## src/design/jsu_pkg.sv

```systemverilog
// Shared types and constants for the JSON string unescape unit.
package jsu_pkg;

    localparam int RUN_MAX = 6;

    typedef struct packed {
        logic [RUN_MAX-1:0][7:0] bytes;
        logic [2:0]              count;
        logic                    data;
        logic                    ended;
    } run_t;

endpackage

```

## src/design/jsu_front.sv

```systemverilog
// Front end: escape decoder that turns one text word into a run of output bytes.
module jsu_front
    import jsu_pkg::*;
(
    input  logic       clk,
    input  logic       rst_n,
    input  logic       text_valid,
    output logic       text_stall,
    input  logic [7:0] text_byte,
    input  logic       string_start,
    input  logic       text_end,
    input  logic       full,
    output logic       push,
    output run_t       push_run
);

    typedef enum logic [2:0] {
        P_IDLE,
        P_TEXT,
        P_ESC,
        P_HEX,
        P_PEND_BS,
        P_PEND_U,
        P_PEND_HEX
    } phase_t;

    typedef enum logic [1:0] {
        SEC_NONE,
        SEC_LIT,
        SEC_BMP,
        SEC_SUP
    } sec_t;

    localparam logic [7:0]  CH_BSLASH = 8'h5C;
    localparam logic [7:0]  CH_QUOTE  = 8'h22;
    localparam logic [7:0]  CH_N      = 8'h6E;
    localparam logic [7:0]  CH_R      = 8'h72;
    localparam logic [7:0]  CH_T      = 8'h74;
    localparam logic [7:0]  CH_U      = 8'h75;
    localparam logic [7:0]  CH_LF     = 8'h0A;
    localparam logic [7:0]  CH_CR     = 8'h0D;
    localparam logic [7:0]  CH_TAB    = 8'h09;
    localparam logic [15:0] HI_FIRST  = 16'hD800;
    localparam logic [15:0] HI_LAST   = 16'hDBFF;
    localparam logic [15:0] LO_FIRST  = 16'hDC00;
    localparam logic [15:0] LO_LAST   = 16'hDFFF;
    localparam logic [20:0] SUP_BASE  = 21'h10000;

    function automatic logic [3:0] hex_value(input logic [7:0] c);
        logic [3:0] v;
        v = 4'd0;
        if (c >= 8'h30 && c <= 8'h39)
        begin
            v = c[3:0];
        end
        else if ((c >= 8'h61 && c <= 8'h66) || (c >= 8'h41 && c <= 8'h46))
        begin
            v = c[3:0] + 4'd9;
        end
        return v;
    endfunction

    function automatic logic [3:0][7:0] enc_bmp(input logic [15:0] v);
        logic [3:0][7:0] b;
        b = '0;
        if (v < 16'h0080)
        begin
            b[0] = v[7:0];
        end
        else if (v < 16'h0800)
        begin
            b[0] = {3'b110, v[10:6]};
            b[1] = {2'b10, v[5:0]};
        end
        else
        begin
            b[0] = {4'b1110, v[15:12]};
            b[1] = {2'b10, v[11:6]};
            b[2] = {2'b10, v[5:0]};
        end
        return b;
    endfunction

    function automatic logic [2:0] bmp_len(input logic [15:0] v);
        logic [2:0] n;
        if (v < 16'h0080)
        begin
            n = 3'd1;
        end
        else if (v < 16'h0800)
        begin
            n = 3'd2;
        end
        else
        begin
            n = 3'd3;
        end
        return n;
    endfunction

    phase_t      phase_reg, phase_next;
    logic [15:0] acc_reg, acc_next;
    logic [1:0]  cnt_reg, cnt_next;
    logic [15:0] pend_reg, pend_next;

    phase_t          phase_eff;
    logic [15:0]     acc_eff;
    logic [1:0]      cnt_eff;
    logic [15:0]     pend_eff;
    logic [15:0]     acc_shift;
    logic            digit_done;
    logic            flush_old;
    logic            do_plain;
    logic            do_esc;
    logic            do_fin;
    logic            ended;
    sec_t            sec_kind;
    logic [7:0]      sec_lit;
    logic [15:0]     sec_val;
    logic [20:0]     sup_cp;
    logic [3:0][7:0] sec_bytes;
    logic [2:0]      sec_len;
    logic [3:0][7:0] old_bytes;
    logic            accept;

    assign text_stall = full;
    assign accept     = text_valid && !full;

    always_comb
    begin
        phase_eff = string_start ? P_TEXT : phase_reg;
        acc_eff   = string_start ? 16'd0 : acc_reg;
        cnt_eff   = string_start ? 2'd0 : cnt_reg;
        pend_eff  = string_start ? 16'd0 : pend_reg;

        acc_shift  = {acc_eff[11:0], hex_value(text_byte)};
        digit_done = (cnt_eff == 2'd3);
        sup_cp     = {1'b0, pend_eff[9:0], acc_shift[9:0]} + SUP_BASE;

        phase_next = phase_eff;
        acc_next   = acc_eff;
        cnt_next   = cnt_eff;
        pend_next  = pend_eff;
        flush_old  = 1'b0;
        do_plain   = 1'b0;
        do_esc     = 1'b0;
        do_fin     = 1'b0;
        ended      = 1'b0;
        sec_kind   = SEC_NONE;
        sec_lit    = text_byte;
        sec_val    = acc_shift;

        unique case (phase_eff)
            P_IDLE:
            begin
                phase_next = P_IDLE;
            end
            P_TEXT:
            begin
                do_plain = 1'b1;
            end
            P_ESC:
            begin
                do_esc = 1'b1;
            end
            P_HEX:
            begin
                acc_next = acc_shift;
                cnt_next = cnt_eff + 2'd1;
                do_fin   = digit_done;
            end
            P_PEND_BS:
            begin
                if (text_byte == CH_BSLASH)
                begin
                    phase_next = P_PEND_U;
                end
                else
                begin
                    flush_old = 1'b1;
                    do_plain  = 1'b1;
                end
            end
            P_PEND_U:
            begin
                if (text_byte == CH_U)
                begin
                    acc_next   = 16'd0;
                    cnt_next   = 2'd0;
                    phase_next = P_PEND_HEX;
                end
                else
                begin
                    flush_old = 1'b1;
                    do_esc    = 1'b1;
                end
            end
            P_PEND_HEX:
            begin
                acc_next = acc_shift;
                cnt_next = cnt_eff + 2'd1;
                if (digit_done)
                begin
                    if (acc_shift >= LO_FIRST && acc_shift <= LO_LAST)
                    begin
                        sec_kind   = SEC_SUP;
                        pend_next  = 16'd0;
                        phase_next = P_TEXT;
                    end
                    else
                    begin
                        flush_old = 1'b1;
                        do_fin    = 1'b1;
                    end
                end
            end
            default:
            begin
                phase_next = P_IDLE;
            end
        endcase

        if (do_plain)
        begin
            phase_next = P_TEXT;
            if (text_byte == CH_BSLASH)
            begin
                phase_next = P_ESC;
            end
            else if (text_byte == CH_QUOTE)
            begin
                ended = 1'b1;
            end
            else
            begin
                sec_kind = SEC_LIT;
            end
        end

        if (do_esc)
        begin
            phase_next = P_TEXT;
            sec_kind   = SEC_LIT;
            unique case (text_byte)
                CH_N:    sec_lit = CH_LF;
                CH_R:    sec_lit = CH_CR;
                CH_T:    sec_lit = CH_TAB;
                CH_U:
                begin
                    acc_next   = 16'd0;
                    cnt_next   = 2'd0;
                    phase_next = P_HEX;
                    sec_kind   = SEC_NONE;
                end
                default: sec_lit = text_byte;
            endcase
        end

        if (do_fin)
        begin
            if (acc_shift >= HI_FIRST && acc_shift <= HI_LAST)
            begin
                pend_next  = acc_shift;
                phase_next = P_PEND_BS;
            end
            else
            begin
                sec_kind   = SEC_BMP;
                sec_val    = acc_shift;
                phase_next = P_TEXT;
            end
        end

        // flush a waiting high surrogate at the end of the text
        if (phase_eff != P_IDLE && !ended && text_end)
        begin
            if (phase_next == P_PEND_BS || phase_next == P_PEND_U
                || phase_next == P_PEND_HEX)
            begin
                sec_kind = SEC_BMP;
                sec_val  = pend_next;
            end
            ended = 1'b1;
        end

        if (ended)
        begin
            phase_next = P_IDLE;
            acc_next   = 16'd0;
            cnt_next   = 2'd0;
            pend_next  = 16'd0;
        end
    end

    always_comb
    begin
        sec_bytes = '0;
        sec_len   = 3'd0;
        case (sec_kind)
            SEC_LIT:
            begin
                sec_bytes[0] = sec_lit;
                sec_len      = 3'd1;
            end
            SEC_BMP:
            begin
                sec_bytes = enc_bmp(sec_val);
                sec_len   = bmp_len(sec_val);
            end
            SEC_SUP:
            begin
                sec_bytes[0] = {5'b11110, sup_cp[20:18]};
                sec_bytes[1] = {2'b10, sup_cp[17:12]};
                sec_bytes[2] = {2'b10, sup_cp[11:6]};
                sec_bytes[3] = {2'b10, sup_cp[5:0]};
                sec_len      = 3'd4;
            end
            default:
            begin
                sec_len = 3'd0;
            end
        endcase

        old_bytes      = enc_bmp(pend_eff);
        push_run       = '0;
        push_run.ended = ended;
        if (flush_old)
        begin
            push_run.bytes[0] = old_bytes[0];
            push_run.bytes[1] = old_bytes[1];
            push_run.bytes[2] = old_bytes[2];
            push_run.bytes[3] = sec_bytes[0];
            push_run.bytes[4] = sec_bytes[1];
            push_run.bytes[5] = sec_bytes[2];
            push_run.count    = sec_len + 3'd3;
        end
        else
        begin
            push_run.bytes[0] = sec_bytes[0];
            push_run.bytes[1] = sec_bytes[1];
            push_run.bytes[2] = sec_bytes[2];
            push_run.bytes[3] = sec_bytes[3];
            push_run.count    = sec_len;
        end
        push_run.data = (push_run.count != 3'd0);
        if (ended && push_run.count == 3'd0)
        begin
            push_run.count = 3'd1;
        end
    end

    assign push = accept && (push_run.count != 3'd0);

    always_ff @(posedge clk or negedge rst_n)
    begin
        if (!rst_n)
        begin
            phase_reg <= P_IDLE;
            acc_reg   <= 16'd0;
            cnt_reg   <= 2'd0;
            pend_reg  <= 16'd0;
        end
        else if (accept)
        begin
            phase_reg <= phase_next;
            acc_reg   <= acc_next;
            cnt_reg   <= cnt_next;
            pend_reg  <= pend_next;
        end
    end

endmodule

```

## src/design/jsu_run_fifo.sv

```systemverilog
// Run queue between the decoder and the output serializer.
module jsu_run_fifo
    import jsu_pkg::*;
#(
    parameter int DEPTH = 4
)
(
    input  logic clk,
    input  logic rst_n,
    input  logic push,
    input  run_t push_run,
    output logic full,
    input  logic pop,
    output run_t head,
    output logic head_valid
);

    localparam int AW = (DEPTH > 1) ? $clog2(DEPTH) : 1;
    localparam int CW = $clog2(DEPTH + 1);

    run_t          entry_reg [DEPTH];
    logic [AW-1:0] wr_ptr_reg, wr_ptr_next;
    logic [AW-1:0] rd_ptr_reg, rd_ptr_next;
    logic [CW-1:0] fill_reg, fill_next;
    logic          do_push;
    logic          do_pop;

    assign full       = (fill_reg == CW'(DEPTH));
    assign head_valid = (fill_reg != '0);
    assign head       = entry_reg[rd_ptr_reg];
    assign do_push    = push && !full;
    assign do_pop     = pop && head_valid;

    always_comb
    begin
        wr_ptr_next = wr_ptr_reg;
        rd_ptr_next = rd_ptr_reg;
        fill_next   = fill_reg;
        if (do_push)
        begin
            wr_ptr_next = (wr_ptr_reg == AW'(DEPTH - 1)) ? '0 : wr_ptr_reg + AW'(1);
        end
        if (do_pop)
        begin
            rd_ptr_next = (rd_ptr_reg == AW'(DEPTH - 1)) ? '0 : rd_ptr_reg + AW'(1);
        end
        if (do_push && !do_pop)
        begin
            fill_next = fill_reg + CW'(1);
        end
        else if (do_pop && !do_push)
        begin
            fill_next = fill_reg - CW'(1);
        end
    end

    always_ff @(posedge clk or negedge rst_n)
    begin
        if (!rst_n)
        begin
            wr_ptr_reg <= '0;
            rd_ptr_reg <= '0;
            fill_reg   <= '0;
        end
        else
        begin
            wr_ptr_reg <= wr_ptr_next;
            rd_ptr_reg <= rd_ptr_next;
            fill_reg   <= fill_next;
        end
    end

    always_ff @(posedge clk)
    begin
        if (do_push)
        begin
            entry_reg[wr_ptr_reg] <= push_run;
        end
    end

endmodule

```

## src/design/jsu_back.sv

```systemverilog
// Back end: serializes queued runs into registered result words.
module jsu_back
    import jsu_pkg::*;
(
    input  logic       clk,
    input  logic       rst_n,
    input  run_t       head,
    input  logic       head_valid,
    output logic       pop,
    output logic       result_valid,
    input  logic       result_stall,
    output logic [7:0] out_byte,
    output logic       byte_valid,
    output logic       string_end,
    output logic       last_of_run
);

    logic [2:0] idx_reg, idx_next;
    logic       valid_reg, valid_next;
    logic [7:0] byte_reg;
    logic       data_reg;
    logic       end_reg;
    logic       last_reg;
    logic       load;
    logic       is_last;

    assign load    = head_valid && (!valid_reg || !result_stall);
    assign is_last = (idx_reg == head.count - 3'd1);
    assign pop     = load && is_last;

    always_comb
    begin
        idx_next   = idx_reg;
        valid_next = valid_reg;
        if (load)
        begin
            valid_next = 1'b1;
            idx_next   = is_last ? 3'd0 : idx_reg + 3'd1;
        end
        else if (!result_stall)
        begin
            valid_next = 1'b0;
        end
    end

    always_ff @(posedge clk or negedge rst_n)
    begin
        if (!rst_n)
        begin
            idx_reg   <= 3'd0;
            valid_reg <= 1'b0;
        end
        else
        begin
            idx_reg   <= idx_next;
            valid_reg <= valid_next;
        end
    end

    always_ff @(posedge clk)
    begin
        if (load)
        begin
            byte_reg <= head.bytes[idx_reg];
            data_reg <= head.data;
            end_reg  <= head.ended && is_last;
            last_reg <= is_last;
        end
    end

    assign result_valid = valid_reg;
    assign out_byte     = byte_reg;
    assign byte_valid   = data_reg;
    assign string_end   = end_reg;
    assign last_of_run  = last_reg;

endmodule

```

## src/design/json_string_unescape_to_utf8_unit.sv

```systemverilog
// JSON string unescape to UTF-8: top level tying decoder, run queue and serializer.
// The first result word of a text word is registered in the run queue and then in the
// result register before it is valid.
// Throughput: one text word per cycle while the result side keeps up; a text word that
// yields n bytes takes one result word per byte, so the output serializer sets the rate.
// The run queue (QUEUE_DEPTH runs) lets the decoder run ahead while results drain.
// Reset: rst_n clears the decoder to outside-any-string and empties the queue at once.
module json_string_unescape_to_utf8_unit
    import jsu_pkg::*;
#(
    parameter int QUEUE_DEPTH = 4
)
(
    input  logic       clk,
    input  logic       rst_n,
    input  logic       text_valid,
    output logic       text_stall,
    input  logic [7:0] text_byte,
    input  logic       string_start,
    input  logic       text_end,
    output logic       result_valid,
    input  logic       result_stall,
    output logic [7:0] out_byte,
    output logic       byte_valid,
    output logic       string_end,
    output logic       last_of_run
);

    logic full;
    logic push;
    run_t push_run;
    logic pop;
    run_t head;
    logic head_valid;

    jsu_front u_front (
        .clk          (clk),
        .rst_n        (rst_n),
        .text_valid   (text_valid),
        .text_stall   (text_stall),
        .text_byte    (text_byte),
        .string_start (string_start),
        .text_end     (text_end),
        .full         (full),
        .push         (push),
        .push_run     (push_run)
    );

    jsu_run_fifo #(
        .DEPTH (QUEUE_DEPTH)
    ) u_fifo (
        .clk        (clk),
        .rst_n      (rst_n),
        .push       (push),
        .push_run   (push_run),
        .full       (full),
        .pop        (pop),
        .head       (head),
        .head_valid (head_valid)
    );

    jsu_back u_back (
        .clk          (clk),
        .rst_n        (rst_n),
        .head         (head),
        .head_valid   (head_valid),
        .pop          (pop),
        .result_valid (result_valid),
        .result_stall (result_stall),
        .out_byte     (out_byte),
        .byte_valid   (byte_valid),
        .string_end   (string_end),
        .last_of_run  (last_of_run)
    );

endmodule

```

## config.mk

```make
export PLATFORM = sky130hd
export DESIGN_NAME = json_string_unescape_to_utf8_unit
export DESIGN_NICKNAME = d
export VERILOG_FILES = /design/src/design/jsu_pkg.sv /design/src/design/jsu_front.sv /design/src/design/jsu_run_fifo.sv /design/src/design/jsu_back.sv /design/src/design/json_string_unescape_to_utf8_unit.sv
export SDC_FILE = /design/constraint.sdc
export NUM_CORES = 1
export LEC_CHECK = 0
export BUFFER_PORTS_ARGS = -buffer_cell sky130_fd_sc_hd__buf_4
export CORE_ASPECT_RATIO = 0.7
export CORE_MARGIN = 2
export CORE_UTILIZATION = 63
export CTS_BUF_LIST = sky130_fd_sc_hd__clkbuf_16
export CTS_CLUSTER_DIAMETER = 40
export DETAILED_ROUTE_END_ITERATION = 10
export PLACE_DENSITY = 0.86
export RECOVER_POWER = 50
export SKIP_LAST_GASP = 1
export SLEW_MARGIN = 25
export SYNTH_ARGS = -nofsm -noshare
export SYNTH_HDL_FRONTEND = slang
export SYNTH_SLANG_ARGS = --single-unit
```

## constraint.sdc

```tcl
create_clock -name clk -period 5.9 [get_ports clk]
set_input_delay 0.59 -clock clk [delete_from_list [all_inputs] [get_ports clk]]
set_output_delay 0.59 -clock clk [all_outputs]
set_load 0.02 [all_outputs]
```

==> results list, run 1 <==
- Result of the run: finished, violations left
- Failing checks: max-capacitance violations, max-slew violations
- Of the cells placed in the final design, the portion with a size suffix greater than 1 is 15.97%.
- Prior to clock tree synthesis, the placed netlist has a worst setup slack of 0.5216 ns.
- Of the post-synthesis cell area, the part taken by muxes is 12.74%.
* Max-Cap Viols: 1
- By area, the combinational part of the netlist is dominated by multiplexers.
- Bufs on Longest Clock Path: 3
- Final #Nets: 968
- The total count of max-transition violations in the final report is 45.
* Drt first-iter violations: 1,117
* Layout Area Growth over Synthesis: 10.74%
- Cells resized by post-CTS repair: 0
* HP Class: primary input to register
* Reg area: 7318 um2
- Dividing total power by cell area gives a power density of 426.3 nW/um2.
- Leak: 4.670 nW
- WL met3: 3.232 mm
- Cell area after layout: 13,580 um2
- Core Rows: 42
- Final setup vio count: 0
- Data arrives at the worst endpoint at 5.80 ns.
* Antenna Nets Post-Route: 0
- Of the total synthesized cell area, the portion taken by AND, OR, NAND and NOR gates is 10.57%.
- Averaged over all synthesized cells, the footprint is 13.38 um2.
* Highest signal layer in the routed design: met4
* XOR/XNOR share of the synthesized area: 0.7855%
* Wire length of the first global-routing pass: 47.63 mm
- Drc violations: 0
- Summed over all layers, the routed wires come to 31.64 mm.
- Clock Root Buffer: sky130_fd_sc_hd__clkbuf_16
* Setup crit end kind: register
- Total of warnings raised by yosys: 0
- Instance count along the most critical hold path: 3
- TritonCTS built the clock tree.
- The via count of the first global-routing pass is 7,966.
- The routed design could run at a clock period as short as 5.345 ns.
- Largest voltage drop on the vdd net: 0.2978 mV
- Of the total synthesized cell area, the portion taken by full adders, half adders and majority gates is 1.693%.
* Area occupied by multi-input gates: 4637 um2
- Final Worst Setup Slack: 0.5547 ns
- Final number of hold-violating endpoints: 0
- Maximum fanout encountered on the critical timing path: 20
- Metal-1 WL: 13.49 mm
- Core Area: 18,970 um2
- Initial antenna violation count: 0
* Setup Skew: 0.02144 ns
- Once the floorplan was initialized, standard cells occupied 64.66% of the core.
- Number of setup buffers added after CTS: 0
* Max reg flops: 196
* Boundary Pins: 27
* Critical path start-end classification: register to register
- Synthesis handed over a netlist of 917 instances.
- Proportion of synthesized chip area in sequential cells: 59.66%
- Counting flops and latches in the post-synthesis netlist gives 251.
- Worst slew margin: -59.69%
- The congestion estimate from routability-driven global placement came to 1.016.
- Transition at the pin with the smallest max-transition slack: 2.395 ns
- RSZ-0062 raised after global routing: false
- Using the TritonRoute via totals, the vias-per-cell ratio works out to 6.832.
* First-pass DRT Iterations: 8
- Setup TNS Final: 0 ns
* Number of enable flip-flop cells after synthesis: 207
- Register-to-register path setup slack: 0.55 ns
- Static timing analysis puts the maximum clock frequency at 0.1871 GHz.
- For the worst setup path, the data required time is 6.36 ns.
- Worst-case reg-to-reg path depth: 19
- The endpoint identified for the worst register-to-register timing path is u_fifo.fill_reg[2].
- The total overflow left after global routing is 0.
- In this run the tool buffered the top-level ports with 26 buffer cells.
* Detail-routed net length per standard cell: 25.89 um
- Counting every sink on the clock net gives 251.
- The floorplan step defined a die boundary enclosing 20,620 um2.
* Antenna Cells: 0
* Power after layout: 5.791 mW
- Synthesis produced a netlist with a net count of 947.
- Largest net degree at the start of global routing: 50
- Hold buffers post-CTS: 0
- Post-synthesis async set-or-reset flop share: 17.53%
- In the finished design, the share of the clock period the worst path needs comes to 90.60%.
- Worst-skew pair later-pin latency: 0.55 ns
- Number of buffers created by CTS: 26
- After clock tree synthesis, the clock-pin slew on the worst setup and hold paths is 0.06 ns.
- In this run the worst setup path terminates at u_fifo.fill_reg[2].
- Post-detailed-placement cell area: 12,790 um2
- Across all layers, the routed design uses 8,349 vias.
- In the synthesized netlist the dominant register cell turns out to be sky130_fd_sc_hd__edfxtp_1.
* Startpoint kind of the worst setup timing path: register
- After filler insertion, the fill cell instance count of the layout stands at 1,268.
* Post-Syn Area: 12,270 um2
- Die extent in y: 120.7 um
- Global routing used 31.38% of the available tracks.
- HPWL after detailed placement: 21.37 mm
- The worst register-to-register path begins at u_front.phase_reg[1].
- After synthesis, the netlist uses 74 different library cells.
* Met2 wire len: 14.23 mm
- Timing startpoint of the critical path: u_front.phase_reg[1]
- Chip width: 170.8 um
* Share of the synthesized area in compound gates (AO/OA/AOI/OAI): 11.99%
- H-tree levels: 1
## synth_stat cells, types with 6 or more instances
cell type | count | share of area [%]
sky130_fd_sc_hd__mux2_2 | 9 | 0.83
sky130_fd_sc_hd__nor2_1 | 62 | 1.9
sky130_fd_sc_hd__a22oi_1 | 8 | 0.49
sky130_fd_sc_hd__a22o_1 | 23 | 1.6
sky130_fd_sc_hd__clkbuf_1 | 39 | 1.2
sky130_fd_sc_hd__ha_1 | 15 | 1.5
sky130_fd_sc_hd__o22ai_1 | 7 | 0.36
sky130_fd_sc_hd__inv_1 | 22 | 0.67
sky130_fd_sc_hd__nand2b_1 | 8 | 0.41
sky130_fd_sc_hd__a21o_1 | 8 | 0.49
sky130_fd_sc_hd__and2_1 | 12 | 0.61
sky130_fd_sc_hd__and3_1 | 7 | 0.36
sky130_fd_sc_hd__a221oi_1 | 6 | 0.43
sky130_fd_sc_hd__buf_1 | 9 | 0.28
sky130_fd_sc_hd__edfxtp_1 | 207 | 51
sky130_fd_sc_hd__dfrtp_1 | 44 | 9.0
sky130_fd_sc_hd__o21ai_0 | 64 | 2.6
sky130_fd_sc_hd__nand2_1 | 82 | 2.5
sky130_fd_sc_hd__o31ai_1 | 8 | 0.49
sky130_fd_sc_hd__xnor2_1 | 6 | 0.43
sky130_fd_sc_hd__nor3_1 | 12 | 0.49
sky130_fd_sc_hd__mux2i_1 | 17 | 1.4
sky130_fd_sc_hd__mux4_2 | 56 | 10
sky130_fd_sc_hd__a31oi_1 | 8 | 0.41
sky130_fd_sc_hd__nand3_1 | 19 | 0.78
sky130_fd_sc_hd__nor2b_1 | 23 | 1.2
sky130_fd_sc_hd__a21oi_1 | 37 | 1.5
## worst min-delay path by stage
stage,from,to,slack [ns]
after floorplan,rst_n,u_back.idx_reg[0],0.29
after global placement,u_back.result_valid,u_back.result_valid,0.48
after detailed placement,u_front.cnt_reg[1],u_front.cnt_reg[1],0.48
after CTS,rst_n,u_front.cnt_reg[0],0.06
after global routing,result_stall,u_back.result_valid,0.28
final,result_stall,u_back.result_valid,0.27
## area by class of cell
cell class                 instances  area share, %
multi-input combinational        588          34.14
sequential                       251          53.88
clock inverter                    22          1.658
tap                              264          2.432
timing repair buffer              49          2.496
clock buffer                      26          4.790
inverter                          22         0.6080
## per-stage QoR
step / utilization [%] / cells / hold slack (ns)
floorplan: - / 917 / 0.2944
global placement: 67.44 / 1174 / 0.4761
detailed placement: 67.44 / 1174 / 0.4815
CTS: 72.06 / 1222 / 0.06313
global route: 71.60 / 1222 / 0.2770
finish: 71.60 / 1222 / 0.2729
## power by group
part	total, mW	switching, mW	internal, mW
Sequential	2.53	0.205	2.33
Combinational	1.60	0.880	0.718
Clock	1.66	0.711	0.952
## worst max-delay path: stages (launching register included)
cell,delay (ns)
sky130_fd_sc_hd__dfrtp_1,0.72
sky130_fd_sc_hd__nor2b_1,0.20
sky130_fd_sc_hd__clkbuf_1,0.27
sky130_fd_sc_hd__nand3_1,0.25
sky130_fd_sc_hd__o221a_2,0.37
sky130_fd_sc_hd__a31o_2,0.26
sky130_fd_sc_hd__nand2_1,0.09
sky130_fd_sc_hd__mux2_1,0.54
sky130_fd_sc_hd__a31oi_4,0.31
sky130_fd_sc_hd__inv_1,0.07
sky130_fd_sc_hd__ha_1,0.19
sky130_fd_sc_hd__o21ai_1,0.37
sky130_fd_sc_hd__a211oi_4,0.11
sky130_fd_sc_hd__a31oi_4,0.27
sky130_fd_sc_hd__ha_1,0.26
sky130_fd_sc_hd__inv_1,0.07
sky130_fd_sc_hd__fa_1,0.44
sky130_fd_sc_hd__xor2_1,0.17
sky130_fd_sc_hd__nor2_1,0.13
sky130_fd_sc_hd__xor2_1,0.15
## logic make-up (layout without fill, tap and decap cells)
kind of cell	after synthesis	count (layout)
AND/OR/NAND/NOR	261	261
buffers and inverters	78	119
AO/OA/AOI/OAI	216	216
flip-flops	251	251
multiplexers	84	84
XOR/XNOR	11	11
adder cells (fa/ha/maj)	16	16
## layer usage
layer	vias up	global-route usage, %
li1	3618	-
met4	0	6.464
met3	60	7.856
met5	-	0
met1	4177	47.13
met2	494	47.22
## cells in the final DEF (no fill, tap or decap), drive strengths merged, types with 8 or more instances in the layout
cell type and n:
ha 15, nand3 19, nand2b 8, nor3 12, a31oi 10, nor2b 23
clkbuf 47, clkinv 14, mux2i 17, o21ai 66, dfrtp 44, mux4 56
o31ai 8, and2 12, a21oi 37, inv 26, a21o 8, a22o 23
mux2 11, edfxtp 207, a22oi 9, nor2 64, nand2 82, buf 28
(Power assumes the default switching activity.)
==> run 2: changes to the inputs <==
==> constraint.sdc (replaced) <==
create_clock -name clk -period 5.9 [get_ports clk]
set_input_delay 0 -clock clk [delete_from_list [all_inputs] [get_ports clk]]
set_output_delay 0 -clock clk [all_outputs]
set_load 0.02 [all_outputs]
==> run 2 against run 1 <==
  * The flow still finishes with violations (max-capacitance violations, max-slew violations)
  * Maximum frequency rose by 0.37%
  * Global-route usage up 1.6 points
  * Sequential share of layout area shrank 0.44 points
  * Critical path depth rose by 2
  * Total power grew 1.7%
  * Cell area rose by 0.82%
  * Cell count increased by 0.82%
  * Clock skew is 0.010 ns lower
  * Die area stayed put
  * Non-clock buffer count rose by 8
  * Utilization is 0.59 points higher
  * Sequential cell count unchanged
  * Highest routed layer unchanged
==> results list, run 2 (synthesis gave the netlist of run 1 again) <==
- Result of the run: finished, violations left (unchanged).
- Failing checks: max-capacitance violations, max-slew violations (unchanged).
- Drc violations: 0 (unchanged)
- Largest net degree at the start of global routing: 45 (was 50)
- Antenna Cells: 0 (unchanged)
- The initial antenna violation count is 0 (unchanged).
* Setup Skew: 0.01114 ns (was 0.02144 ns)
- Hold Slack: 0.07366 ns (was 0.2729 ns)
* Drt first-iter violations: 1,579 (was 1,117)
* Timing startpoint of the critical path: u_front.cnt_reg[0] (was u_front.phase_reg[1])
- The routed wirelength normalized by instance count came to 26.48 um (was 25.89 um).
- The clock latency of the later-clocked register in the worst-skew pair was 0.53 ns (was 0.55 ns).
- Number of inserted filler cells in the final layout: 1,248 (was 1,268)
- The cell at the root of the clock tree is sky130_fd_sc_hd__clkbuf_16 (unchanged).
- Clock-pin slew on the worst setup and hold paths: 0.06 ns (about the same)
* Leading cell types in the layout, fill and taps excluded: sky130_fd_sc_hd__edfxtp_1, sky130_fd_sc_hd__nand2_1, sky130_fd_sc_hd__o21ai_0 (unchanged)
- The deepest clock path buffer count came to 3 (unchanged).
- Number of buffers created by CTS: 27 (was 26)
- Post-layout minimum cycle time: 5.326 ns (was 5.345 ns)
- Post-DR vias/cell: 6.932 (was 6.832)
- The busiest metal layer after global routing was met1 (was met2).
- Boundary Pins: 27 (unchanged)
- Layout Area Growth over Synthesis: 11.65% (was 10.74%)
* First-pass DRT Iterations: 7 (was 8)
* Reg-to-reg critical path endpoint: u_fifo.fill_reg[2] (unchanged)
* H-tree levels: 1 (unchanged)
- The effective utilization at floorplan came to 64.66% (unchanged).
- Cell area after layout: 13,690 um2 (was 13,580 um2)
* Critical Path End: u_fifo.fill_reg[2] (unchanged)
* Routability congestion estimate: 1.031 (was 1.016)
* Clock Sink Count: 251 (unchanged)
* GR met2 Demand/Resource: 47.70% (was 47.22%)
- Number of global-route vias before repair: 8,279 (was 7,966)
- Period Utilization, post-route: 90.27% (was 90.60%)
- The count of placed standard cells including taps is 1,178 (was 1,174).
* Final slew viol count: 45 (unchanged)
- The number of setup buffers added after CTS was 0 (unchanged).
- Setup crit end kind: register (unchanged)
- The fraction of final layout cells with drive strength greater than 1 was 16.12% (was 15.97%).
- Setup TNS Final: 0 ns (unchanged)
- The final setup violation count was 0 (unchanged).
- Chip width: 170.8 um (unchanged)
- Met3 usage in global routing: 8.871% (was 7.856%)
- The cell leakage power is 4.748 nW (was 4.670 nW).
* Antenna Nets Post-Route: 0 (unchanged)
- The start-to-end type of the worst setup path is register to register (unchanged).
- The count of input and output buffers was 26 (unchanged).
- CTS tree: built (unchanged)
- The kind of start point of the critical path is a register (unchanged).
- HP Class: primary input to register (unchanged)
- The number of nets in the final layout came to 977 (was 968).
* R2R Path Start: u_front.cnt_reg[0] (was u_front.phase_reg[1])
- Data arrival time of the worst path: 5.78 ns (was 5.80 ns)
- The via count came to 8,540 (was 8,349).
- The slack of the worst reg-to-reg path is 0.57 ns (was 0.55 ns).
- The final cell count without fillers is 1,232 (was 1,222).
- The number of violations of the max-capacitance limit came to 1 (unchanged).
- The routing usage on met1 is 50.87% (was 47.13%).
* Largest voltage drop on the vdd net: 0.2928 mV (was 0.2978 mV)
* Final number of hold-violating endpoints: 0 (unchanged)
- The most frequent standard cell in the layout excluding fill and tap cells is sky130_fd_sc_hd__edfxtp_1 (unchanged).
- Core Area: 18,970 um2 (unchanged)
* WL final: 32.62 mm (was 31.64 mm)
- Worst-case reg-to-reg path depth: 21 (was 19)
- The total placed instance area came to 12,820 um2 (was 12,790 um2).
- Worst slew margin: -81.34% (was -59.69%)
* Highest achievable clock rate: 0.1878 GHz (was 0.1871 GHz)
- Core Rows: 42 (unchanged)
* WP data required: 6.35 ns (was 6.36 ns)
- The area taken by flip-flops and latches came to 7318 um2 (unchanged).
- Area occupied by multi-input gates: 4619 um2 (was 4637 um2)
* Wire length of the first global-routing pass: 50.29 mm (was 47.63 mm)
* Power per unit of standard cell area: 430.2 nW/um2 (was 426.3 nW/um2)
- RSZ-0062 raised after global routing: false (unchanged)
* Transition at the pin with the smallest max-transition slack: 2.720 ns (was 2.395 ns)
- Die footprint: 20,620 um2 (unchanged)
* HPWL after detailed placement: 22.35 mm (was 21.37 mm)
- The flip-flop count of the largest register after layout was 196 (unchanged).
* Global-route congestion overflow total: 0 (unchanged)
- Gr usage total: 33.01% (was 31.38%)
- Die extent in y: 120.7 um (unchanged)
* Maximum fanout encountered on the critical timing path: 17 (was 20)
==> run 2: cell count changes in the layout (fill, tap and decap cells not counted), moves of 2 or more <==
cell and delta:
sky130_fd_sc_hd__inv_1 +4, sky130_fd_sc_hd__o21ai_1 -3, sky130_fd_sc_hd__o21ai_0 +3, sky130_fd_sc_hd__buf_4 +5, sky130_fd_sc_hd__inv_8 +2, sky130_fd_sc_hd__dlygate4sd3_1 +4, sky130_fd_sc_hd__clkinv_1 -2
==> run 2: through the flow <==
| stage | utilization [%] | worst slack [ns] | power, mW |
|---|---|---|---|
| final | 72.19 | 0.5743 | 5.891 |
| after detailed placement | 67.60 | 0.8630 | 4.198 |
| after global routing | 72.19 | 0.2457 | 6.133 |
| after CTS | 72.71 | 0.7684 | 5.943 |
| after global placement | 67.60 | 1.003 | 4.113 |
| after floorplan | - | 0.1063 | 3.652 |
==> run 2: worst min path at each step <==
stage                  from            endpoint  slack [ns]  cells past startpoint
2_1_floorplan         rst_n   u_back.idx_reg[0]       -0.30                      0
3_3_place_gp          rst_n  u_front.acc_reg[0]        0.05                      1
3_5_place_dp          rst_n  u_front.acc_reg[4]        0.06                      1
4_1_cts        text_byte[2]  u_front.acc_reg[2]       0.001                      3
5_1_grt        text_byte[2]  u_front.acc_reg[2]        0.07                      3
6_report       text_byte[2]  u_front.acc_reg[2]        0.07                      3
==> run 2: worst max-delay path, cell delays in order (launching register included) <==
cell                       delay, ns
sky130_fd_sc_hd__dfrtp_1        0.37
sky130_fd_sc_hd__inv_1          0.08
sky130_fd_sc_hd__nor2_1         0.09
sky130_fd_sc_hd__ha_1           0.24
sky130_fd_sc_hd__and3b_1        0.19
sky130_fd_sc_hd__and4_1         0.66
sky130_fd_sc_hd__nor2_1         0.13
sky130_fd_sc_hd__a22oi_1        0.25
sky130_fd_sc_hd__o21ai_0        0.14
sky130_fd_sc_hd__mux2_1         0.41
sky130_fd_sc_hd__a31oi_4        0.26
sky130_fd_sc_hd__inv_1          0.08
sky130_fd_sc_hd__ha_1           0.21
sky130_fd_sc_hd__o21ai_0        0.42
sky130_fd_sc_hd__a211oi_1       0.20
sky130_fd_sc_hd__a31oi_4        0.29
sky130_fd_sc_hd__ha_1           0.24
sky130_fd_sc_hd__inv_1          0.07
sky130_fd_sc_hd__fa_1           0.43
sky130_fd_sc_hd__xor2_1         0.16
sky130_fd_sc_hd__nor2_1         0.11
sky130_fd_sc_hd__xor2_1         0.17
==> run 2: final cells by class <==
class,count,area share (%)
Sequential cell,251,53.44
Multi-Input combinational cell,588,33.73
Clock buffer,27,4.934
Timing Repair Buffer,57,3.015
Tap cell,264,2.412
Clock inverter,23,1.864
Inverter,22,0.6030
==> run 2: per-layer routing <==
metal,vias to the layer above,share of wire (%)
met2,635,43
met5,-,0
li1,3637,-
met4,0,2.1
met1,4207,42
met3,61,13
==> run 2: report_power, final <==
| part | internal (mW) | switching, mW | total (mW) |
|---|---|---|---|
| Clock | 1.03 | 0.721 | 1.75 |
| Combinational | 0.719 | 0.914 | 1.63 |
| Sequential | 2.33 | 0.183 | 2.51 |
| Total | 4.07 | 1.82 | 5.89 |
==> run 2: timing repair <==
item	CTS	global route
hold endpoints to repair	61	0
gates resized for setup	0	0
hold buffers	4	0
